### src/rtl/b64sc_pkg.sv
package b64sc_pkg;

  localparam logic MODE_ENC = 1'b0;
  localparam logic MODE_DEC = 1'b1;

  localparam logic [7:0] PAD_CHAR = 8'h3D;

  // decoded character classes beyond the 6-bit alphabet values
  localparam logic [6:0] CV_PAD = 7'd64;
  localparam logic [6:0] CV_BAD = 7'd65;

  // group positions
  localparam logic [1:0] GP_0 = 2'd0;
  localparam logic [1:0] GP_1 = 2'd1;
  localparam logic [1:0] GP_2 = 2'd2;
  localparam logic [1:0] GP_3 = 2'd3;

  // one queued work entry: up to four results from one accepted item
  typedef struct packed {
    logic [3:0][7:0] chars;  // result bytes, index 0 goes out first
    logic [1:0]      cnt;    // number of results minus one
    logic            last;   // final result of the entry ends the message
    logic            bad;    // bad-character flag for every result of the entry
  } b64sc_entry_t;

  function automatic logic [7:0] enc_char(input logic [5:0] v);
    logic [7:0] r;
    if (v < 6'd26) begin
      r = 8'h41 + {2'b00, v};
    end else if (v < 6'd52) begin
      r = 8'h61 + {2'b00, v} - 8'd26;
    end else if (v < 6'd62) begin
      r = 8'h30 + {2'b00, v} - 8'd52;
    end else if (v == 6'd62) begin
      r = 8'h2B;
    end else begin
      r = 8'h2F;
    end
    return r;
  endfunction

  function automatic logic [6:0] char_value(input logic [7:0] c);
    logic [6:0] r;
    if (c >= 8'h41 && c <= 8'h5A) begin
      r = 7'(c - 8'h41);
    end else if (c >= 8'h61 && c <= 8'h7A) begin
      r = 7'(c - 8'h61 + 8'd26);
    end else if (c >= 8'h30 && c <= 8'h39) begin
      r = 7'(c - 8'h30 + 8'd52);
    end else if (c == 8'h2B) begin
      r = 7'd62;
    end else if (c == 8'h2F) begin
      r = 7'd63;
    end else if (c == PAD_CHAR) begin
      r = CV_PAD;
    end else begin
      r = CV_BAD;
    end
    return r;
  endfunction

endpackage

### src/rtl/b64sc_front.sv
module b64sc_front
  import b64sc_pkg::*;
(
  input  logic         clk,
  input  logic         rst_n,
  input  logic         cfg_we,
  input  logic         cfg_mode,
  input  logic         acc,
  input  logic [7:0]   in_byte,
  input  logic         in_last,
  output logic         ent_valid,
  output b64sc_entry_t ent
);

  logic       mode_r;
  logic [1:0] gp_r, gp_nxt;
  logic [7:0] held_r, held_nxt;
  logic       pad_r, pad_nxt;

  logic [6:0] cv;
  logic [5:0] v6;
  logic       bad_now;
  logic       pend;
  logic       has;

  assign cv      = char_value(in_byte);
  assign bad_now = (cv == CV_BAD);
  assign v6      = bad_now ? 6'd0 : cv[5:0];
  assign pend    = held_r[7];

  always_comb begin
    gp_nxt    = gp_r;
    held_nxt  = held_r;
    pad_nxt   = pad_r;
    ent       = '0;
    ent.last  = in_last;
    has       = 1'b0;
    if (mode_r == MODE_ENC) begin
      has = 1'b1;
      unique case (gp_r)
        GP_1: begin
          ent.chars[0] = enc_char({held_r[1:0], in_byte[7:4]});
          held_nxt     = {4'd0, in_byte[3:0]};
          gp_nxt       = GP_2;
          if (in_last) begin
            ent.chars[1] = enc_char({in_byte[3:0], 2'b00});
            ent.chars[2] = PAD_CHAR;
            ent.cnt      = 2'd2;
          end
        end
        GP_2: begin
          ent.chars[0] = enc_char({held_r[3:0], in_byte[7:6]});
          ent.chars[1] = enc_char(in_byte[5:0]);
          ent.cnt      = 2'd1;
          held_nxt     = '0;
          gp_nxt       = GP_0;
        end
        default: begin
          // position 3 cannot arise when encoding and acts as position 0
          ent.chars[0] = enc_char(in_byte[7:2]);
          held_nxt     = {6'd0, in_byte[1:0]};
          gp_nxt       = GP_1;
          if (in_last) begin
            ent.chars[1] = enc_char({in_byte[1:0], 4'd0});
            ent.chars[2] = PAD_CHAR;
            ent.chars[3] = PAD_CHAR;
            ent.cnt      = 2'd3;
          end
        end
      endcase
    end else begin
      if (!pad_r) begin
        if (cv == CV_PAD) begin
          pad_nxt = 1'b1;
        end else begin
          ent.bad = pend | bad_now;
          unique case (gp_r)
            GP_0: begin
              held_nxt = {bad_now, 1'b0, v6};
              gp_nxt   = GP_1;
            end
            GP_1: begin
              ent.chars[0] = {held_r[5:0], v6[5:4]};
              has          = 1'b1;
              held_nxt     = {bad_now, 3'd0, v6[3:0]};
              gp_nxt       = GP_2;
            end
            GP_2: begin
              ent.chars[0] = {held_r[3:0], v6[5:2]};
              has          = 1'b1;
              held_nxt     = {bad_now, 5'd0, v6[1:0]};
              gp_nxt       = GP_3;
            end
            default: begin
              ent.chars[0] = {held_r[1:0], v6};
              has          = 1'b1;
              held_nxt     = '0;
              gp_nxt       = GP_0;
            end
          endcase
        end
      end
      // terminator when the last item yields no byte
      if (in_last && !has) begin
        ent.chars[0] = '0;
        ent.bad      = pend | (bad_now & ~pad_r & (cv != CV_PAD));
        has          = 1'b1;
      end
    end
    if (in_last) begin
      gp_nxt   = GP_0;
      held_nxt = '0;
      pad_nxt  = 1'b0;
    end
  end

  assign ent_valid = acc & has;

  always_ff @(posedge clk) begin
    if (!rst_n) begin
      mode_r <= MODE_ENC;
      gp_r   <= GP_0;
      held_r <= '0;
      pad_r  <= 1'b0;
    end else if (cfg_we) begin
      mode_r <= cfg_mode;
      gp_r   <= GP_0;
      held_r <= '0;
      pad_r  <= 1'b0;
    end else if (acc) begin
      gp_r   <= gp_nxt;
      held_r <= held_nxt;
      pad_r  <= pad_nxt;
    end
  end

endmodule

### src/rtl/b64sc_queue.sv
module b64sc_queue
  import b64sc_pkg::*;
#(
  parameter int DEPTH = 4
) (
  input  logic         clk,
  input  logic         rst_n,
  input  logic         wr,
  input  b64sc_entry_t wdata,
  input  logic         rd,
  output b64sc_entry_t rdata,
  output logic         full,
  output logic         empty
);

  localparam int PW = (DEPTH > 1) ? $clog2(DEPTH) : 1;
  localparam int CW = $clog2(DEPTH + 1);

  b64sc_entry_t   mem_r [DEPTH];
  logic [PW-1:0]  wp_r, rp_r;
  logic [CW-1:0]  cnt_r;
  logic           do_wr, do_rd;

  assign full  = (cnt_r == CW'(DEPTH));
  assign empty = (cnt_r == '0);
  assign do_wr = wr & ~full;
  assign do_rd = rd & ~empty;
  assign rdata = mem_r[rp_r];

  function automatic logic [PW-1:0] bump(input logic [PW-1:0] p);
    return (p == PW'(DEPTH - 1)) ? '0 : p + 1'b1;
  endfunction

  always_ff @(posedge clk) begin
    if (do_wr) begin
      mem_r[wp_r] <= wdata;
    end
  end

  always_ff @(posedge clk) begin
    if (!rst_n) begin
      wp_r  <= '0;
      rp_r  <= '0;
      cnt_r <= '0;
    end else begin
      if (do_wr) begin
        wp_r <= bump(wp_r);
      end
      if (do_rd) begin
        rp_r <= bump(rp_r);
      end
      if (do_wr && !do_rd) begin
        cnt_r <= cnt_r + 1'b1;
      end else if (do_rd && !do_wr) begin
        cnt_r <= cnt_r - 1'b1;
      end
    end
  end

endmodule

### src/rtl/b64sc_back.sv
module b64sc_back
  import b64sc_pkg::*;
(
  input  logic         clk,
  input  logic         rst_n,
  input  logic         q_empty,
  input  b64sc_entry_t q_head,
  output logic         q_rd,
  input  logic         pop,
  output logic         empty,
  output logic [7:0]   out_byte,
  output logic         out_last,
  output logic         out_bad_char
);

  b64sc_entry_t cur_r;
  logic         val_r;
  logic [1:0]   idx_r;
  logic         at_end;
  logic         take;

  assign at_end = (idx_r == cur_r.cnt);
  assign take   = val_r & pop;
  assign q_rd   = ~q_empty & (~val_r | (take & at_end));

  assign empty        = ~val_r;
  assign out_byte     = cur_r.chars[idx_r];
  assign out_last     = cur_r.last & at_end;
  assign out_bad_char = cur_r.bad;

  always_ff @(posedge clk) begin
    if (q_rd) begin
      cur_r <= q_head;
    end
  end

  always_ff @(posedge clk) begin
    if (!rst_n) begin
      val_r <= 1'b0;
      idx_r <= '0;
    end else if (q_rd) begin
      val_r <= 1'b1;
      idx_r <= '0;
    end else if (take) begin
      if (at_end) begin
        val_r <= 1'b0;
        idx_r <= '0;
      end else begin
        idx_r <= idx_r + 1'b1;
      end
    end
  end

endmodule

### src/rtl/base64_stream_codec_top.sv
// streaming base64 codec (standard alphabet, '=' padding). cfg_mode selects encode
// (bytes in, characters out) or decode (characters in, bytes out); writing it clears
// the group state and must happen only while the block is idle. both sides behave
// as queues: an item goes in when push is high and full is low, and a result leaves
// when pop is high and empty is low. the front end takes one item every cycle while
// its queue has room and turns it into zero to four results in a single entry; those
// entries wait in a DEPTH-entry queue and the back end sends one result per cycle
// while pop is high. so an encoder sustains four characters per three bytes, a
// flush on the last byte yields up to four characters, and a decoder runs at one
// character per cycle; the one-result-per-cycle output port sets the encode rate.
// each accepted item's results are registered in the entry queue and then in the back
// end's current entry. decode flags characters outside the alphabet on out_bad_char
// and treats them as zero; after a '=' the rest of the message is dropped, and a last
// item that yields no byte produces a single zero terminator marked out_last.
module base64_stream_codec_top
  import b64sc_pkg::*;
#(
  parameter int DEPTH = 4  // entry queue depth, 2 or more
) (
  input  logic       clk,
  input  logic       rst_n,
  // configuration
  input  logic       cfg_we,
  input  logic       cfg_mode,
  // item input
  input  logic       push,
  output logic       full,
  input  logic [7:0] in_byte,
  input  logic       in_last,
  // result output
  output logic       empty,
  input  logic       pop,
  output logic [7:0] out_byte,
  output logic       out_last,
  output logic       out_bad_char
);

  b64sc_entry_t ent, q_head;
  logic         ent_valid;
  logic         acc;
  logic         q_rd, q_empty;

  // an item is taken whenever the entry queue has room
  assign acc = push & ~full;

  // front: mode register, group state and per-item result generation
  b64sc_front u_front (
    .clk       (clk),
    .rst_n     (rst_n),
    .cfg_we    (cfg_we),
    .cfg_mode  (cfg_mode),
    .acc       (acc),
    .in_byte   (in_byte),
    .in_last   (in_last),
    .ent_valid (ent_valid),
    .ent       (ent)
  );

  // short queue decoupling item intake from result delivery
  b64sc_queue #(
    .DEPTH (DEPTH)
  ) u_queue (
    .clk   (clk),
    .rst_n (rst_n),
    .wr    (ent_valid),
    .wdata (ent),
    .rd    (q_rd),
    .rdata (q_head),
    .full  (full),
    .empty (q_empty)
  );

  // back: holds the current entry and steps through its results
  b64sc_back u_back (
    .clk          (clk),
    .rst_n        (rst_n),
    .q_empty      (q_empty),
    .q_head       (q_head),
    .q_rd         (q_rd),
    .pop          (pop),
    .empty        (empty),
    .out_byte     (out_byte),
    .out_last     (out_last),
    .out_bad_char (out_bad_char)
  );

endmodule

### config.mk
export PLATFORM = sky130hd
export DESIGN_NAME = base64_stream_codec_top
export DESIGN_NICKNAME = d
export VERILOG_FILES = /design/src/rtl/b64sc_pkg.sv /design/src/rtl/b64sc_front.sv /design/src/rtl/b64sc_queue.sv /design/src/rtl/b64sc_back.sv /design/src/rtl/base64_stream_codec_top.sv
export SDC_FILE = /design/constraint.sdc
export NUM_CORES = 1
export LEC_CHECK = 0
export ABC_CLOCK_PERIOD_IN_PS = 7400
export BUFFER_PORTS_ARGS = -buffer_cell sky130_fd_sc_hd__buf_2
export CORE_MARGIN = 5
export CORE_UTILIZATION = 29
export CTS_BUF_LIST = sky130_fd_sc_hd__clkbuf_4 sky130_fd_sc_hd__clkbuf_8
export CTS_CLUSTER_SIZE = 10
export DETAILED_ROUTE_END_ITERATION = 6
export GPL_ROUTABILITY_DRIVEN = 0
export PLACE_DENSITY_LB_ADDON = 0.3
export SLEW_MARGIN = 25
export SYNTH_ARGS = -nofsm -noshare
export SYNTH_HDL_FRONTEND = slang
export SYNTH_HIERARCHICAL = 1
export SYNTH_SLANG_ARGS = --single-unit
export TNS_END_PERCENT = 50
### constraint.sdc
create_clock -name clk -period 7.4 [get_ports clk]
set_input_delay 0 -clock clk [delete_from_list [all_inputs] [get_ports clk]]
set_output_delay 0 -clock clk [all_outputs]
set_load 0.05 [all_outputs]
==> qor.txt, run 1 <==
actual slew at the worst max-slew pin - 982 ps
Post-DP Area - 11300 µm²
final hold vios - 0
Max Cap Violations - 0
maximum root-to-sink buffer count - 3
power per cell area - 294 nW/µm²
later-pin clock latency in the skew report - 530 ps
count of synthesis-stage warnings from yosys - 6
width of the die - 204 µm
worst reg2reg path depth - 10
cell type contributing the most total cell area after synthesis - sky130_fd_sc_hd__edfxtp_1
DRC violations left - 0
Post-synth top flop - sky130_fd_sc_hd__edfxtp_1
sum of negative setup slack - 0 ps
fraction of post-synthesis cell area in the top cell type by area - 0.495
Row Count - 71
via-per-instance ratio - 5.09
half-perimeter wire length after detailed placement - 16900 µm
Hold Path Stages - 3
area grow syn2layout - 9.85%
minimum period implied by the final worst setup slack - 4430 ps
post-layout utilization of the core - 0.320
Peak Freq - 0.226 GHz
Worst EP arrival - 4890 ps
Synth Cell Area - 10900 µm²
number of instances resized during post-cts repair - 0
number of instances in the placed design - 1345
overall overflow remaining after global route - 0
worst hold path class - input pin to flop
clock input transition at the sequential cells of the worst setup and hold paths - 60 ps
number of endpoints failing setup at the final stage - 0
EDFF count, synth - 180
setup repair after global routing missed its margin - no
count of distinct cell types in the synthesized netlist - 89
Net count, final - 928
wire length reported by the detailed router - 25800 µm
effective utilization at floorplan - 0.292
port buffer count - 26
r2r startpoint - u_front/held_r[0]
Critical Path Start - in_byte[4]
critical path class - input pin to flop
post-synthesis sequential area ratio - 0.538
normalized max-slew margin - 0.343
CP Capture Type - flop
cell chosen for the clock root - sky130_fd_sc_hd__clkbuf_8
Post-Route Skew - 19.7 ps
remaining antenna violation count - 0
average wire per standard cell - 18.3 µm
Num CTS Buffers - 31
top-level I/O count - 27
initial antenna violation count - 0
fraction of layout cells with a size suffix above 1 - 0.158
die footprint - 41600 µm²
largest vdd supply drop - 0.133 mV
clock net sink count - 203
share of the clock period used by the worst path after layout - 0.599
gate count after technology mapping - 870
CTS tree - yes
required time of the worst setup path - 7860 ps
fraction of registers with async set or reset after synthesis - 0
core area - 37400 µm²
DR iter-0 viols - 490
CTS H-Tree Depth - 1
iteration count of the initial detailed-routing pass - 5
cells along the critical path - buf_2 > clkinv_1 > ha_1 > nand2b_1 > o21ai_0 > nor3_1 > nor2_1 > a211oi_4 > or3_4 > nor2_1 > nor3_1 > o21a_1 > nor2b_1 > ha_1 > inv_1 > fa_1 > xor2_1 > or3_1 > a21boi_0
average footprint of a synthesized cell - 12.5 µm²
Die Span Y - 204 µm
global-route total usage across every layer - 0.122
synthesis-stage register bit count - 203
worst-path fanout max - 18
final std cells w/o fill - 1411
result of the run - finished clean
Max stage delay on crit path - 540 ps
Static Leakage - 3.89 nW
slowest library cell on the worst path - sky130_fd_sc_hd__nor3_1
final design instance area without fill - 12000 µm²
maximum number of pins on one net before global-route repair - 38
startpoint type of the worst setup path - input pin
global-route wire length before repair - 41000 µm
leading cell types by total area after synthesis - sky130_fd_sc_hd__edfxtp_1 (50%), sky130_fd_sc_hd__mux4_2 (7.2%), sky130_fd_sc_hd__dfxtp_1 (4.2%), sky130_fd_sc_hd__ha_1 (4.0%), sky130_fd_sc_hd__nand2_1 (2.2%)
number of vias in the routed layout - 7179
worst hold start - in_byte[0]
vias in the first global route - 7106
final number of max-transition violations - 0
antenna diode instance count - 0
## metrics by stage
stage               hold slack [ps]  worst slack (ps)  total power, mW
finish                          133              2970             3.52
global route                    115              2440             3.74
CTS                            85.8              3100             3.59
detailed placement              289              2510             2.74
global placement                289              2550             2.73
floorplan                       118              3110             2.50
## final cells by class
class                   instances  area [µm²]
fillers                      3761       25400
flip-flops and latches        203        5870
multi-input cells             574        4550
well taps                     511         639
clock buffers                  39         487
repair buffers                 42         275
inverters                      25        93.8
clock inverters                17        72.6
## critical path, delay by kind of cell
kind	cells	cell delay, ps
AO/OA/AOI/OAI	4	760
XOR/XNOR	1	150
adder cells (fa/ha/maj)	3	1140
buffers and inverters	3	780
AND/OR/NAND/NOR	8	2060
## sequential cells by signal, indices dropped and copies added (netlist names), named ones only
name / flops
u_queue/rp_r: 2
u_front/held_r: 7
u_front/mode_r: 1
u_back/cur_r: 35
u_front/pad_r: 1
u_queue/wp_r: 2
u_back/out_bad_char: 1
u_queue/cnt_r: 3
u_queue/mem_r: 144
u_front/gp_r: 2
u_back/idx_r: 2
u_back/val_r: 1
## cells in the mapped netlist, types with 7 or more instances
cell type                    n
sky130_fd_sc_hd__dfxtp_1    23
sky130_fd_sc_hd__a211oi_1   16
sky130_fd_sc_hd__nor2_1     51
sky130_fd_sc_hd__o21ai_0    42
sky130_fd_sc_hd__buf_2      13
sky130_fd_sc_hd__and2_1      8
sky130_fd_sc_hd__ha_1       35
sky130_fd_sc_hd__a31oi_1    17
sky130_fd_sc_hd__nand2_1    65
sky130_fd_sc_hd__nor3_1     23
sky130_fd_sc_hd__buf_1       7
sky130_fd_sc_hd__o31ai_1    10
sky130_fd_sc_hd__edfxtp_1  180
sky130_fd_sc_hd__a21oi_1    43
sky130_fd_sc_hd__o211ai_1   11
sky130_fd_sc_hd__nand2b_1    7
sky130_fd_sc_hd__a22oi_1    14
sky130_fd_sc_hd__nor2b_1    16
sky130_fd_sc_hd__inv_1      23
sky130_fd_sc_hd__o22ai_1     8
sky130_fd_sc_hd__clkbuf_1   28
sky130_fd_sc_hd__xnor2_1    23
sky130_fd_sc_hd__buf_4      16
sky130_fd_sc_hd__nand3_1    23
sky130_fd_sc_hd__mux4_2     35
sky130_fd_sc_hd__mux4_1      9
## metal layers
layer,vias up,global-route usage,wire length (µm)
li1,3364,-,-
met2,201,0.205,12500
met3,29,0.0156,1330
met1,3585,0.170,11600
met5,-,0,0
met4,0,0.0266,422
## final timing paths
| check | to | slack [ps] |
|---|---|---|
| hold / removal | u_front/held_r[0] | 130 |
| setup reg to reg | u_queue/mem_r[0][7] | 3830 |
| setup / recovery | u_queue/cnt_r[2] | 2970 |
| hold reg to reg | u_front/held_r[7] | 490 |
## what timing repair did
item	in CTS	in global routing
hold buffers	10	0
setup buffers	0	0
endpoints found under the setup margin	0	0
endpoints found under the hold margin	26	0
## placed cells by master, fill, tap and decap left out, types with 17 or more instances in the layout
master and instances:
sky130_fd_sc_hd__a31oi_1 17, sky130_fd_sc_hd__xnor2_1 23, sky130_fd_sc_hd__ha_1 35, sky130_fd_sc_hd__dfxtp_1 21, sky130_fd_sc_hd__inv_1 23, sky130_fd_sc_hd__nand2_1 65
sky130_fd_sc_hd__buf_2 26, sky130_fd_sc_hd__o21ai_0 42, sky130_fd_sc_hd__nand3_1 23, sky130_fd_sc_hd__nor3_1 23, sky130_fd_sc_hd__nor2_1 50, sky130_fd_sc_hd__edfxtp_1 180
sky130_fd_sc_hd__mux4_2 35, sky130_fd_sc_hd__clkbuf_8 31, sky130_fd_sc_hd__a21oi_1 42
## kinds of logic after synthesis
family          count (synthesis)  synth area share
compound gates                221             0.140
simple gates                  234             0.109
flops                         203             0.538
buf+inv                        98            0.0495
other cells                     1          0.000344
xor+xnor                       27            0.0224
fa+ha+maj                      36            0.0420
mux                            50            0.0994
## power by group
group,internal (mW),switching [mW]
combinational,0.384,0.633
sequential,1.58,0.101
clock,0.430,0.395
Note: power is estimated with default switching activity, not from simulation.
==> inputs of run 2 (changes only) <==
--- a/config.mk
+++ b/config.mk
@@ -5,7 +5,7 @@
 export SDC_FILE = /design/constraint.sdc
 export NUM_CORES = 1
 export LEC_CHECK = 0
-export ABC_CLOCK_PERIOD_IN_PS = 7400
+export ABC_CLOCK_PERIOD_IN_PS = 3650
 export BUFFER_PORTS_ARGS = -buffer_cell sky130_fd_sc_hd__buf_2
 export CORE_MARGIN = 5
 export CORE_UTILIZATION = 29
==> constraint.sdc (replaced) <==
create_clock -name clk -period 3.65 [get_ports clk]
set_input_delay 0 -clock clk [delete_from_list [all_inputs] [get_ports clk]]
set_output_delay 0 -clock clk [all_outputs]
set_load 0.05 [all_outputs]
==> qor.txt, run 2 (synthesis gave the netlist of run 1 again) <==
setup repair after global routing missed its margin - no (unchanged)
clock input transition at the sequential cells of the worst setup and hold paths - 60 ps (about the same)
cells along the critical path - buf_2 > clkinvlp_4 > ha_4 > a2111oi_4 > nor3_1 > or3_1 > and4_4 > a211oi_4 > or3_4 > nor2_2 > nor3_1 > o21a_1 > nor2b_1 > ha_4 > inv_2 > fa_2 > xor2_1 > or3_1 > a21boi_1 (was buf_2 > clkinv_1 > ha_1 > nand2b_1 > o21ai_0 > nor3_1 > nor2_1 > a211oi_4 > or3_4 > nor2_1 > nor3_1 > o21a_1 > nor2b_1 > ha_1 > inv_1 > fa_1 > xor2_1 > or3_1 > a21boi_0)
antenna diode instance count - 0 (unchanged)
Max stage delay on crit path - 540 ps (about the same)
global-route wire length before repair - 42600 µm (was 41000 µm)
cell chosen for the clock root - sky130_fd_sc_hd__clkbuf_8 (unchanged)
iteration count of the initial detailed-routing pass - 5 (unchanged)
Worst path top cell family by delay - simple AND/OR/NAND/NOR gates (unchanged)
Die Span Y - 204 µm (unchanged)
fraction of power consumed by sequential logic - 0.457 (was 0.477)
wire length reported by the detailed router - 26600 µm (was 25800 µm)
worst hold path class - input pin to flop (unchanged)
half-perimeter wire length after detailed placement - 18800 µm (was 16900 µm)
Row Count - 71 (unchanged)
core area - 37400 µm² (unchanged)
relative contribution of the clock network to total power - 0.250 (was 0.234)
average wire per standard cell - 17.7 µm (was 18.3 µm)
worst setup timing slack at the placement stage - -229 ps (was 2510 ps)
normalized max-slew margin - 0.348 (was 0.343)
leading cell type in the layout, fill and taps excluded - sky130_fd_sc_hd__edfxtp_1 (unchanged)
# Post-CTS Setup Buffers - 0 (unchanged)
later-pin clock latency in the skew report - 500 ps (was 530 ps)
largest vdd supply drop - 0.190 mV (was 0.133 mV)
via-per-instance ratio - 4.96 (was 5.09)
Post-Route Skew - 21.6 ps (was 19.7 ps)
register name with the most flops - u_queue/mem_r (unchanged)
post-layout utilization of the core - 0.346 (was 0.320)
largest registers in the final layout - u_queue/mem_r: 144 flops, u_back/cur_r: 35 flops, u_front/held_r: 7 flops (unchanged)
initial antenna violation count - 0 (unchanged)
startpoint type of the worst setup path - input pin (unchanged)
worst-path fanout max - 9 (was 18)
CTS H-Tree Depth - 2 (was 1)
Post-DP Area - 12200 µm² (was 11300 µm²)
CTS tree - yes (unchanged)
Switching Fraction - 0.313 (was 0.321)
port buffer count - 26 (unchanged)
Peak Freq - 0.297 GHz
slowest library cell on the worst path - sky130_fd_sc_hd__or3_1 (was sky130_fd_sc_hd__nor3_1)
final hold vios - 0 (unchanged)
min setup slack post-route - 288 ps (was 2970 ps)
area grow syn2layout - 18.6% (was 9.85%)
result of the run - finished clean (unchanged)
CP Capture Type - flop (unchanged)
maximum number of pins on one net before global-route repair - 37 (was 38)
remaining antenna violation count - 0 (unchanged)
number of buffers inserted for hold repair after clock tree synthesis - 9 (was 10)
Static Leakage - 4.44 nW (was 3.89 nW)
minimum period implied by the final worst setup slack - 3360 ps
number of vias in the routed layout - 7482 (was 7179)
buffers and inverters on the worst path - 3 (unchanged)
Max Cap Violations - 0 (unchanged)
final design instance area without fill - 12900 µm² (was 12000 µm²)
fraction of power consumed by combinational cells - 0.293 (was 0.289)
share of the clock period used by the worst path after layout - 0.921
DR iter-0 viols - 483 (was 490)
top-level I/O count - 27 (unchanged)
critical path class - input pin to flop (unchanged)
clock net sink count - 203 (unchanged)
number of endpoints failing setup at the final stage - 0 (unchanged)
die footprint - 41600 µm² (unchanged)
width of the die - 204 µm (unchanged)
vias in the first global route - 7516 (was 7106)
Largest register FFs - 144 (unchanged)
internal power - 5.22 mW (was 2.39 mW)
Num CTS Buffers - 34 (was 31)
overall overflow remaining after global route - 0 (unchanged)
power per cell area - 587 nW/µm² (was 294 nW/µm²)
Worst EP arrival - 3790 ps (was 4890 ps)
final number of max-transition violations - 0 (unchanged)
effective utilization at floorplan - 0.292 (unchanged)
number of instances resized during post-cts repair - 0 (unchanged)
Pwr Total - 7.59 mW (was 3.52 mW)
Switch Pwr - 2.37 mW (was 1.13 mW)
maximum root-to-sink buffer count - 3 (unchanged)
required time of the worst setup path - 4070 ps (was 7860 ps)
actual slew at the worst max-slew pin - 978 ps (was 982 ps)
DRC violations left - 0 (unchanged)
global-route total usage across every layer - 0.127 (was 0.122)
most used cells in the layout excluding fill and tap cells - sky130_fd_sc_hd__edfxtp_1 (180), sky130_fd_sc_hd__buf_4 (99), sky130_fd_sc_hd__nand2_1 (65) (was sky130_fd_sc_hd__edfxtp_1 (180), sky130_fd_sc_hd__nand2_1 (65), sky130_fd_sc_hd__nor2_1 (50))
fraction of layout cells with a size suffix above 1 - 0.258 (was 0.158)
Net count, final - 1029 (was 928)
-- run 2: cell count changes in the layout (fill, tap and decap cells not counted), sizes merged --
cell         change
buf             +99
clkinv           -9
clkbuf           +7
bufinv           +1
dlygate4sd3      -1
inv              -1
-- run 2: worst min-delay path: cells and delay by family --
kind,cells,cell delay [ps]
buffers and inverters,3,380
AOI/OAI and AO/OA,2,270
-- run 2: metrics by stage --
step / TNS [ps] / hold slack (ps) / cells
2_1_floorplan: -312 / 118 / 875
5_1_grt: 0 / 220 / 1507
6_report: 0 / 190 / 1507
3_5_place_dp: -7900 / 271 / 1444
3_3_place_gp: -5070 / 278 / 1444
4_1_cts: 0 / 161 / 1507
-- run 2: power by group through the flow --
stage	Combinational, mW	Sequential, mW	Clock, mW
3_3_place_gp	2.23	3.51	0
5_1_grt	2.41	3.53	2.08
6_report	2.22	3.47	1.90
4_1_cts	2.27	3.49	1.97
3_5_place_dp	2.26	3.53	0
2_1_floorplan	1.74	3.36	0
-- run 2: final timing paths --
path | from | cells after the start | to | slack [ps]
max | in_byte[2] | 19 | u_queue/cnt_r[2] | 290
min | in_byte[0] | 5 | u_front/held_r[0] | 190
max reg2reg | u_front/held_r[1] | 9 | u_queue/mem_r[0][7] | 650
min reg2reg | u_front/held_r[7] | 2 | u_front/held_r[7] | 470
-- run 2: final cells by class --
type                            instances  area, µm²
Multi-Input combinational cell        574       4620
Sequential cell                       203       5870
Clock buffer                           46        577
Timing Repair Buffer                  140       1080
Fill cell                            3690      24500
Inverter                               25       97.6
Clock inverter                          8       57.6
Tap cell                              511        639
-- run 2: routing by layer --
layer | track usage | wire [µm] | vias up
met1 | 0.173 | 12100 | 3693
li1 | - | - | 3564
met3 | 0.0217 | 1230 | 38
met2 | 0.211 | 12700 | 187
met5 | 0 | 0 | -
met4 | 0.0369 | 566 | 0
==> inputs of run 3 (changes only) <==
--- a/config.mk
+++ b/config.mk
@@ -5,7 +5,7 @@
 export SDC_FILE = /design/constraint.sdc
 export NUM_CORES = 1
 export LEC_CHECK = 0
-export ABC_CLOCK_PERIOD_IN_PS = 3650
+export ABC_CLOCK_PERIOD_IN_PS = 3000
 export BUFFER_PORTS_ARGS = -buffer_cell sky130_fd_sc_hd__buf_2
 export CORE_MARGIN = 5
 export CORE_UTILIZATION = 29
==> constraint.sdc (replaced) <==
create_clock -name clk -period 3 [get_ports clk]
set_input_delay 0 -clock clk [delete_from_list [all_inputs] [get_ports clk]]
set_output_delay 0 -clock clk [all_outputs]
set_load 0.05 [all_outputs]
==> qor.txt, run 3 (synthesis gave the netlist of run 1 again) <==
Net count, final - 1085 (was 1029)
area of the multi-input gates - 4810 µm² (was 4620 µm²)
Max Cap Violations - 0 (unchanged)
violations in the final reports - setup timing
required time of the worst setup path - 3440 ps (was 4070 ps)
DRC violations left - 0 (unchanged)
Row Count - 71 (unchanged)
leading cell type in the layout, fill and taps excluded - sky130_fd_sc_hd__edfxtp_1 (unchanged)
largest registers in the final layout - u_queue/mem_r: 144 flops, u_back/cur_r: 35 flops, u_front/held_r: 7 flops (unchanged)
Static Leakage - 4.82 nW (was 4.44 nW)
maximum number of pins on one net before global-route repair - 37 (unchanged)
width of the die - 204 µm (unchanged)
cell chosen for the clock root - sky130_fd_sc_hd__clkbuf_8 (unchanged)
core area - 37400 µm² (unchanged)
most used cells in the layout excluding fill and tap cells - sky130_fd_sc_hd__edfxtp_1 (180), sky130_fd_sc_hd__buf_4 (139), sky130_fd_sc_hd__nand2_1 (64) (was sky130_fd_sc_hd__edfxtp_1 (180), sky130_fd_sc_hd__buf_4 (99), sky130_fd_sc_hd__nand2_1 (65))
fraction of power consumed by sequential logic - 0.429 (was 0.457)
min setup slack post-route - -92.5 ps (was 288 ps)
iteration count of the initial detailed-routing pass - 5 (unchanged)
maximum root-to-sink buffer count - 3 (unchanged)
via-per-instance ratio - 4.93 (was 4.96)
Num CTS Buffers - 31 (was 34)
setup repair after global routing missed its margin - yes (was no)
top-level I/O count - 27 (unchanged)
CTS tree - yes (unchanged)
global-route total usage across every layer - 0.131 (was 0.127)
Storage cell area - 5870 µm² (unchanged)
register name with the most flops - u_queue/mem_r (unchanged)
clock net sink count - 203 (unchanged)
largest vdd supply drop - 0.401 mV (was 0.190 mV)
Switch Pwr - 3.00 mW (was 2.37 mW)
DR iter-0 viols - 441 (was 483)
area grow syn2layout - 25.7% (was 18.6%)
Pwr Total - 9.60 mW (was 7.59 mW)
startpoint type of the worst setup path - input pin (unchanged)
wire length reported by the detailed router - 27800 µm (was 26600 µm)
fraction of power consumed by combinational cells - 0.318 (was 0.293)
relative contribution of the clock network to total power - 0.253 (was 0.250)
number of vias in the routed layout - 7743 (was 7482)
result of the run - finished, violations left (was finished clean)
internal power - 6.60 mW (was 5.22 mW)
Worst EP arrival - 3530 ps (was 3790 ps)
final number of max-transition violations - 0 (unchanged)
worst-path fanout max - 6 (was 9)
CP Capture Type - flop (unchanged)
post-layout utilization of the core - 0.367 (was 0.346)
half-perimeter wire length after detailed placement - 19100 µm (was 18800 µm)
effective utilization at floorplan - 0.292 (unchanged)
number of fill cells - 3651 (was 3690)
port buffer count - 26 (unchanged)
normalized max-slew margin - 0.457 (was 0.348)
later-pin clock latency in the skew report - 560 ps (was 500 ps)
Peak Freq - 0.323 GHz
number of endpoints failing setup at the final stage - 3 (was 0)
CTS H-Tree Depth - 1 (was 2)
die footprint - 41600 µm² (unchanged)
minimum period implied by the final worst setup slack - 3090 ps
Die Span Y - 204 µm (unchanged)
power per cell area - 700 nW/µm² (was 587 nW/µm²)
Switching Fraction - 0.313 (about the same)
overall overflow remaining after global route - 0 (unchanged)
final hold vios - 0 (unchanged)
remaining antenna violation count - 0 (unchanged)
Post-Route Skew - 12.9 ps (was 21.6 ps)
initial antenna violation count - 0 (unchanged)
antenna diode instance count - 0 (unchanged)
actual slew at the worst max-slew pin - 815 ps (was 978 ps)
average wire per standard cell - 17.7 µm (about the same)
vias in the first global route - 7726 (was 7516)
global-route wire length before repair - 44000 µm (was 42600 µm)
critical path class - input pin to flop (unchanged)
fraction of layout cells with a size suffix above 1 - 0.323 (was 0.258)
Largest register FFs - 144 (unchanged)
share of the clock period used by the worst path after layout - 1.03
clock input transition at the sequential cells of the worst setup and hold paths - 60 ps (about the same)
worst hold path class - input pin to flop (unchanged)
==> run 3: area by class of cell <==
| cell class | instances | share of cell area |
|---|---|---|
| sequential | 203 | 0.428 |
| clock buffer | 36 | 0.0338 |
| inverter | 25 | 0.00712 |
| multi-input combinational | 575 | 0.351 |
| tap | 511 | 0.0466 |
| timing repair buffer | 198 | 0.119 |
| clock inverter | 22 | 0.0151 |
==> run 3: per-stage QoR <==
stage | TNS (ps) | hold WS (ps) | setup slack (ps) | std cells | area (µm²)
2_1_floorplan | -90760 | 118 | -811 | 875 | 11000
3_3_place_gp | -105030 | 281 | -779 | 1478 | 12500
3_5_place_dp | -108560 | 278 | -841 | 1478 | 12500
4_1_cts | -54.5 | 95.4 | -54.5 | 1561 | 13500
5_1_grt | -1050 | 141 | -189 | 1570 | 13700
6_report | -169 | 149 | -92.5 | 1570 | 13700
==> run 3: metal layers <==
layer | track usage | wire length [µm] | vias to the layer above
li1 | - | - | 3698
met1 | 0.183 | 12700 | 3779
met2 | 0.218 | 13200 | 221
met3 | 0.0176 | 1350 | 45
met4 | 0.0330 | 566 | 0
met5 | 0 | 0 | -
==> run 3: final timing paths <==
kind                                   startpoint  depth (start not counted)             endpoint  slack [ps]
worst max register to register  u_front/held_r[1]                         11  u_queue/mem_r[0][8]         290
worst min-delay path                   in_byte[3]                          4    u_front/held_r[3]         150
worst max-delay path                   in_byte[2]                         20      u_queue/wp_r[0]         -90
worst min register to register  u_front/held_r[7]                          2    u_front/held_r[7]         470
==> run 3: critical path, cell delays in order <==
cell	delay, ps
sky130_fd_sc_hd__buf_8	80
sky130_fd_sc_hd__clkinvlp_4	90
sky130_fd_sc_hd__buf_6	130
sky130_fd_sc_hd__ha_4	180
sky130_fd_sc_hd__buf_4	150
sky130_fd_sc_hd__nand2_2	90
sky130_fd_sc_hd__o311a_4	230
sky130_fd_sc_hd__nor2_2	60
sky130_fd_sc_hd__buf_4	140
sky130_fd_sc_hd__a21o_1	170
sky130_fd_sc_hd__a221o_1	340
sky130_fd_sc_hd__or3_4	410
sky130_fd_sc_hd__nor2_4	150
sky130_fd_sc_hd__nor3_2	50
sky130_fd_sc_hd__o21a_1	180
sky130_fd_sc_hd__nor2b_4	130
sky130_fd_sc_hd__buf_4	150
sky130_fd_sc_hd__buf_6	120
sky130_fd_sc_hd__mux2i_1	100
sky130_fd_sc_hd__dlygate4sd3_1	540
==> run 3: what timing repair did <==
action | 4_1_cts | 5_1_grt
pin swaps | 8 | 9
setup endpoints to repair | 147 | 152
hold endpoints to repair | 27 | 0
hold buffers | 16 | 0
gates cloned | 0 | 3
gates resized for setup | 22 | 38
setup buffers | 9 | 6
==> run 3: power groups by stage <==
stage	Clock, mW	Sequential (mW)	Combinational (mW)
4_1_cts	2.51	4.13	3.05
3_5_place_dp	0	4.18	2.95
6_report	2.43	4.12	3.05
5_1_grt	2.63	4.17	3.32
2_1_floorplan	0	4.09	2.12
3_3_place_gp	0	4.17	2.93
